`src/design/msc_pkg.sv`:
```
// Shared types and constants for the MIPS-subset core.
// Opcode and funct codes, register numbers, syscall codes, memory request type.
// No dependencies.
package msc_pkg;

    localparam int REG_AW = 5;

    localparam logic [5:0] OP_RTYPE = 6'h00;
    localparam logic [5:0] OP_J     = 6'h02;
    localparam logic [5:0] OP_JAL   = 6'h03;
    localparam logic [5:0] OP_BEQ   = 6'h04;
    localparam logic [5:0] OP_ADDI  = 6'h08;
    localparam logic [5:0] OP_ORI   = 6'h0D;
    localparam logic [5:0] OP_LUI   = 6'h0F;
    localparam logic [5:0] OP_LW    = 6'h23;
    localparam logic [5:0] OP_SW    = 6'h2B;

    localparam logic [5:0] FN_MUL     = 6'h02;
    localparam logic [5:0] FN_JR      = 6'h08;
    localparam logic [5:0] FN_SYSCALL = 6'h0C;
    localparam logic [5:0] FN_ADD     = 6'h20;
    localparam logic [5:0] FN_SUB     = 6'h22;
    localparam logic [5:0] FN_SLT     = 6'h2A;

    localparam logic [REG_AW-1:0] REG_ZERO = 5'd0;
    localparam logic [REG_AW-1:0] REG_V0   = 5'd2;
    localparam logic [REG_AW-1:0] REG_A0   = 5'd4;
    localparam logic [REG_AW-1:0] REG_SP   = 5'd29;
    localparam logic [REG_AW-1:0] REG_RA   = 5'd31;

    localparam logic [31:0] SYS_PRINT = 32'd1;
    localparam logic [31:0] SYS_READ  = 32'd5;
    localparam logic [31:0] SYS_EXIT  = 32'd10;

    localparam logic       CFG_START_PC   = 1'b0;
    localparam logic       CFG_INIT_STACK = 1'b1;
    localparam logic [15:0] SP_RESET      = 16'd65000;

    typedef struct packed {
        logic        rd;
        logic        wr;
        logic [31:0] addr;
        logic [31:0] wdata;
    } dmem_req_t;

endpackage

```
`src/design/msc_ram.sv`:
```
// Generic single-port-write, single-port-read RAM with registered read data.
// No dependencies.
module msc_ram #(
    parameter int WIDTH = 8,
    parameter int DEPTH = 16384
) (
    input  logic                     clk,
    input  logic                     we,
    input  logic [$clog2(DEPTH)-1:0] waddr,
    input  logic [WIDTH-1:0]         wdata,
    input  logic                     re,
    input  logic [$clog2(DEPTH)-1:0] raddr,
    output logic [WIDTH-1:0]         rdata
);

    logic [WIDTH-1:0] mem [DEPTH];
    logic [WIDTH-1:0] rdata_reg;

    always_ff @(posedge clk)
    begin
        if (we)
        begin
            mem[waddr] <= wdata;
        end
        if (re)
        begin
            rdata_reg <= mem[raddr];
        end
    end

    assign rdata = rdata_reg;

endmodule

```
`src/design/msc_regfile.sv`:
```
// Register bank: two RAM copies for two read ports, valid bits for reset values.
// Depends on msc_pkg and msc_ram.
module msc_regfile
    import msc_pkg::*;
(
    input  logic              clk,
    input  logic              rst_n,
    input  logic              re,
    input  logic [REG_AW-1:0] raddr_a,
    input  logic [REG_AW-1:0] raddr_b,
    input  logic              we,
    input  logic [REG_AW-1:0] waddr,
    input  logic [31:0]       wdata,
    input  logic [15:0]       sp_init,
    output logic [31:0]       rdata_a,
    output logic [31:0]       rdata_b
);

    logic [31:0] valid_reg;
    logic        va_reg, vb_reg, sa_reg, sb_reg;
    logic [31:0] ram_a, ram_b;

    msc_ram #(.WIDTH(32), .DEPTH(32)) u_ram_a (
        .clk(clk), .we(we), .waddr(waddr), .wdata(wdata),
        .re(re), .raddr(raddr_a), .rdata(ram_a)
    );

    msc_ram #(.WIDTH(32), .DEPTH(32)) u_ram_b (
        .clk(clk), .we(we), .waddr(waddr), .wdata(wdata),
        .re(re), .raddr(raddr_b), .rdata(ram_b)
    );

    always_ff @(posedge clk or negedge rst_n)
    begin
        if (!rst_n)
        begin
            valid_reg <= '0;
            va_reg    <= 1'b0;
            vb_reg    <= 1'b0;
            sa_reg    <= 1'b0;
            sb_reg    <= 1'b0;
        end
        else
        begin
            if (we)
            begin
                valid_reg[waddr] <= 1'b1;
            end
            if (re)
            begin
                va_reg <= valid_reg[raddr_a];
                vb_reg <= valid_reg[raddr_b];
                sa_reg <= (raddr_a == REG_SP);
                sb_reg <= (raddr_b == REG_SP);
            end
        end
    end

    // never-written entries read as their reset value
    assign rdata_a = va_reg ? ram_a : (sa_reg ? {16'd0, sp_init} : 32'd0);
    assign rdata_b = vb_reg ? ram_b : (sb_reg ? {16'd0, sp_init} : 32'd0);

endmodule

```
`config.mk`:
```
export PLATFORM = sky130hd
export DESIGN_NAME = msc_regfile
export DESIGN_NICKNAME = d
export VERILOG_FILES = /design/src/design/msc_pkg.sv /design/src/design/msc_ram.sv /design/src/design/msc_regfile.sv
export SDC_FILE = /design/constraint.sdc
export NUM_CORES = 1
export LEC_CHECK = 0
export ABC_CLOCK_PERIOD_IN_PS = 4600
export BUFFER_PORTS_ARGS = -buffer_cell sky130_fd_sc_hd__clkbuf_2
export CAP_MARGIN = 20
export CORE_ASPECT_RATIO = 1.5
export CORE_MARGIN = 5
export CORE_UTILIZATION = 40
export CTS_CLUSTER_DIAMETER = 150
export CTS_CLUSTER_SIZE = 20
export DETAILED_ROUTE_END_ITERATION = 6
export PLACE_DENSITY_LB_ADDON = 0.15
export SLEW_MARGIN = 30
export SYNTH_ARGS = -nofsm -noshare
export SYNTH_HDL_FRONTEND = slang
export SYNTH_SLANG_ARGS = --single-unit
```
`constraint.sdc`:
```
create_clock -name clk -period 4.6 [get_ports clk]
set_input_delay 0 -clock clk [delete_from_list [all_inputs] [get_ports clk]]
set_output_delay 0 -clock clk [all_outputs]
set_load 0.02 [all_outputs]
```
After elaboration in Yosys (flattened, before gate mapping)
Memories as Yosys holds them, arrays and structs flattened. A register that Yosys moved wholly into a read port is not among the register bits. Index checks and enable logic that the tools add are counted. Widths: inputs -> output; s select.

Input bits: 67. Logic and storage cells: 27. Memories kept: 2. Bits in writable memories: 2048. Flip-flop bits (word level): 36.

Equality and inequality tests: 2. Bitwise operators: 1. Reduce and logical (&&, ||, !) cells: 1. Mux-type cells: 12. Order comparisons: 4.

Memories: u_ram_a.mem (depth 32, width 32, rd ports 1, clocked after Yosys merged registers in 1, write ports 1, line msc_ram.sv:16) `logic [WIDTH-1:0] mem [DEPTH];`; u_ram_b.mem (depth 32, width 32, rd ports 1, clocked after Yosys merged registers in 1, write ports 1, line msc_ram.sv:16).

Operator list (count): $mux 32 (2); $mux 16 (2); $or 32x32->32 (1); $lt 5x6->1 const B (3); $bmux 1 s5 (2); $eq 5x5->1 const B (2); $demux 1 s5 (1); $ge 5x1->1 const B (1); $mux 1 (5); $logic_and 1x1->1 (1).

Logic depth before layout (Yosys ltp)
Depth after elaboration: 5. Mapped depth: 8. Depth with buffers taken out: 5.

By module
Synthesis repeated with hierarchy kept, for this count alone.

Cells, all modules: 4774. Area total of the unflattened synthesis: 84125.7 µm².

Modules (own cells, without submodules): msc_ram (seq. area each 31710.4 µm², instances 2, cells an instance 2260, area each 40805.4 µm²); msc_regfile (seq. area each 900.9 µm², instances 1, cells an instance 254, area each 2514.9 µm²).

Least setup slack after synthesis
Ideal clock, no wire load.

Kind: in2reg. From: input waddr[0]. To: memory u_ram_b.mem[24][0] (enable). Library setup time: 422 ps. Data arrival time: 2032 ps. Path buffers: 1. Stages: 3. Setup slack: 2146 ps. Cell sequence: or3b_2 > clkbuf_1 > nor2_1.

RTL lines: start: declaration (line msc_regfile.sv:12) `input logic [REG_AW-1:0] waddr,`; end: declaration (line msc_ram.sv:16).

Straight into the memory's write port.

Worst setup path in the final report
From: register sa_reg. To: output rdata_a[15].

Longest elaborated chain between the ends: 2.

RTL lines: start: declaration (line msc_regfile.sv:20) `logic va_reg, vb_reg, sa_reg, sb_reg;`; start signal: assignment (line msc_regfile.sv:53) `sa_reg <= (raddr_a == REG_SP);`; $mux 16 (line msc_regfile.sv:60) `assign rdata_a = va_reg ? ram_a : (sa_reg ? {16'd0, sp_init} : 32'd0);`; $mux 32 (line msc_regfile.sv:60); end: declaration (line msc_regfile.sv:15) `output logic [31:0] rdata_a,`.

No other way between the ends.

==> metrics.txt <==
met3 routed WL=about 12,000 µm; cell area power density=between 300 and 400 nW/µm²; Routed WL=around 150,000 µm; Layout Nets=~2,500; Setup-failing EPs final=0; clk_lat worst skew=0.67 ns; gpl congestion=0.762; Vias=26,000; pins over their slew limit=0; Largest stage delay, worst path=0.69 ns; Mapped Avg Cell Area=22.8 µm²; period utilization=59.2%; async set or reset register ratio after synthesis=3.20%; # clock sinks=1,124; Final WS setup=roughly 1.9 ns; worst path cell trace=buf_4 -> nand2_1 -> o21ai_0 -> clkbuf_2; core area=roughly 130,000 µm²; Setup Fix Bufs, Post-CTS=0; total CTS buffers=66; slowest cell on the critical path=dfrtp_1; antenna violations before repair=5; Post-Place Worst Slack=1.83 ns; Fin Setup TNS=0 ns; Worst R2R End=u_ram_a.rdata[11]; hpwl dp=~86,000 µm; CTS Buffer Depth=3; hold_ws=-0.0123 ns; synthesized area=~50,000 µm²; RSZ-0062 raised after global routing=no; Critical Path AT=2.72 ns; buffers added on ports=130; Max Cap Viol=0; failing checks=negative hold slack; Main synth FF type=edfxtp_1; kind of critical path=reg2out; CP Capture Type=output pin; synth warn=0; TritonRoute pass-1 iters=5; row cnt=160; M1 WL=around 60,000 µm; Buf/Inv on CP=2; Root Driver=clkbuf_16; Routed Antenna Nets=0; die extent in y=448 µm; residual overflow from global routing=0; most common cell in the synthesized netlist=edfxtp_1; worst-margin pin slew=1.03 ns; Die Wd=302 µm; Req. time, crit path=about 4.6 ns; r2r startpoint=u_ram_b.mem[19][11]; leakage power total=between 15 and 20 nW; Clock Pin Slew Worst Setup and Hold Paths=0.09 ns; FF-to-FF path depth=3; Final Hold Viols=31; Yosys top cell area share=64.0%; register area share after synthesis=65.7%; CP delay by family, top=buffers and inverters; type of the worst min-delay path=in2async; EDFF count, synth=1,088; Yosys top cell by area=edfxtp_1; DIE AREA=around 140,000 µm²; FMAX=367 MHz; Yosys reg bits=1,124; CTS HTree Levels=3; CP max FO=10; reg-to-reg setup timing slack=2.58 ns; Synth top cells by count=edfxtp_1 (1,088), mux4_2 (646), clkbuf_1 (93); detail-routed net length per standard cell=between 30 and 40 µm; met2 wire length=77,600 µm; Mapped Cells=2,239; vias in the first global route=approximately 28,000; Starting Density=about two fifths; Yosys cell types=34; global-route wire length before repair=215,000 µm; fin crit period=2.72 ns; status=complete, but fails checks; PostCTS Resize Cnt=0; peak supply drop=between 0.0002 and 0.0003 V; largest cells by area after synthesis=edfxtp_1 (64%), mux4_2 (28%), dfrtp_1 (1.8%), mux2_2 (1.5%), clkbuf_1 (0.68%); skew final=0.0354 ns; vias per cell=6.30; DR iter-0 viols=3,164; final routed DRC violation total=0; area delta synth->final=11.4%; share of layout cells above drive strength 1=44.5%; max FFs per register=992; # IOs=131; largest net degree at the start of global routing=81; Slew headroom=31.5%; Total GRT Usage=22.8%; CTS tree=done; Setup crit start kind=flip-flop; Post-Syn Nets=approximately 2,300; Biggest register=u_ram_b.mem; uppermost layer routed=met4
[metrics by stage]
stage / power (mW) / instances / instance area [µm²] / util [%]
after floorplan: 13.1 / 2239 / 51100 / -
after global placement: 13.9 / 3982 / 54300 / 42.7
after detailed placement: 13.9 / 3993 / 54500 / 43.0
after CTS: 20.1 / 4130 / 56800 / 44.8
after global routing: 20.6 / 4132 / 56900 / 44.8
final: 19.9 / 4133 / 56900 / 44.8
[cell type report]
class,instances,area [µm²]
fill,10600,70000
sequential,1124,33600
multi-input combinational,944,16900
timing repair buffer,263,2340
tap,1701,2130
clock buffer,97,1870
clock inverter,2,25.0
inverter,1,3.75
antenna,1,2.50
[routing by layer]
metal | vias up | global-route usage, %
met4 | 0 | 6.48
li1 | 10200 | -
met1 | 14500 | 31.1
met3 | 169 | 4.11
met5 | - | 0
met2 | 1144 | 38.2
[power by group]
group / switching [mW] / leakage, nW / total [mW] / internal (mW)
clock network: 3.34 / 0.917 / 6.19 / 2.85
registers: 0.164 / 10.3 / 11.6 / 11.5
logic: 1.09 / 6.31 / 2.07 / 0.979
[placed cells by master (no fill, tap or decap), drive strengths merged, types with 6 or more instances in the layout]
master	count
a22o	18
and2	33
buf	106
clkbuf	216
dfrtp	36
dlygate4sd3	38
edfxtp	1088
mux2	70
mux2i	16
mux4	646
nand2	38
nand3b	6
nor2	37
o21ai	17
or2	32
[worst max-delay path by stage]
stage          cells past startpoint                  to        from
2_1_floorplan                      3  u_ram_b.mem[24][0]    waddr[0]
3_5_place_dp                       5    u_ram_b.rdata[5]  raddr_b[0]
5_1_grt                            4         rdata_a[15]      sa_reg
4_1_cts                            4         rdata_a[15]      sa_reg
6_report                           4         rdata_a[15]      sa_reg
3_3_place_gp                       5    u_ram_b.rdata[5]  raddr_b[0]
[repair_timing]
| item | CTS | global route |
|---|---|---|
| endpoints found under the hold margin | 1091 | 0 |
| hold buffers | 38 | 0 |
| setup endpoints to repair | 0 | 0 |
[kinds of logic (layout without fill, tap and decap cells)]
logic type	after synthesis	after routing	share of synthesized area (%)
mux	732	732	30.3
flops	1124	1124	65.7
buf+inv	171	363	1.59
compound gates	50	50	0.698
simple gates	162	162	1.63
other cells	0	1	0
[worst reg2reg max path, delay by kind of cell (launching register included)]
kind	cells	cell delay [ns]
flip-flops	1	0.41
multiplexers	3	1.34
(Power assumes the default switching activity.)
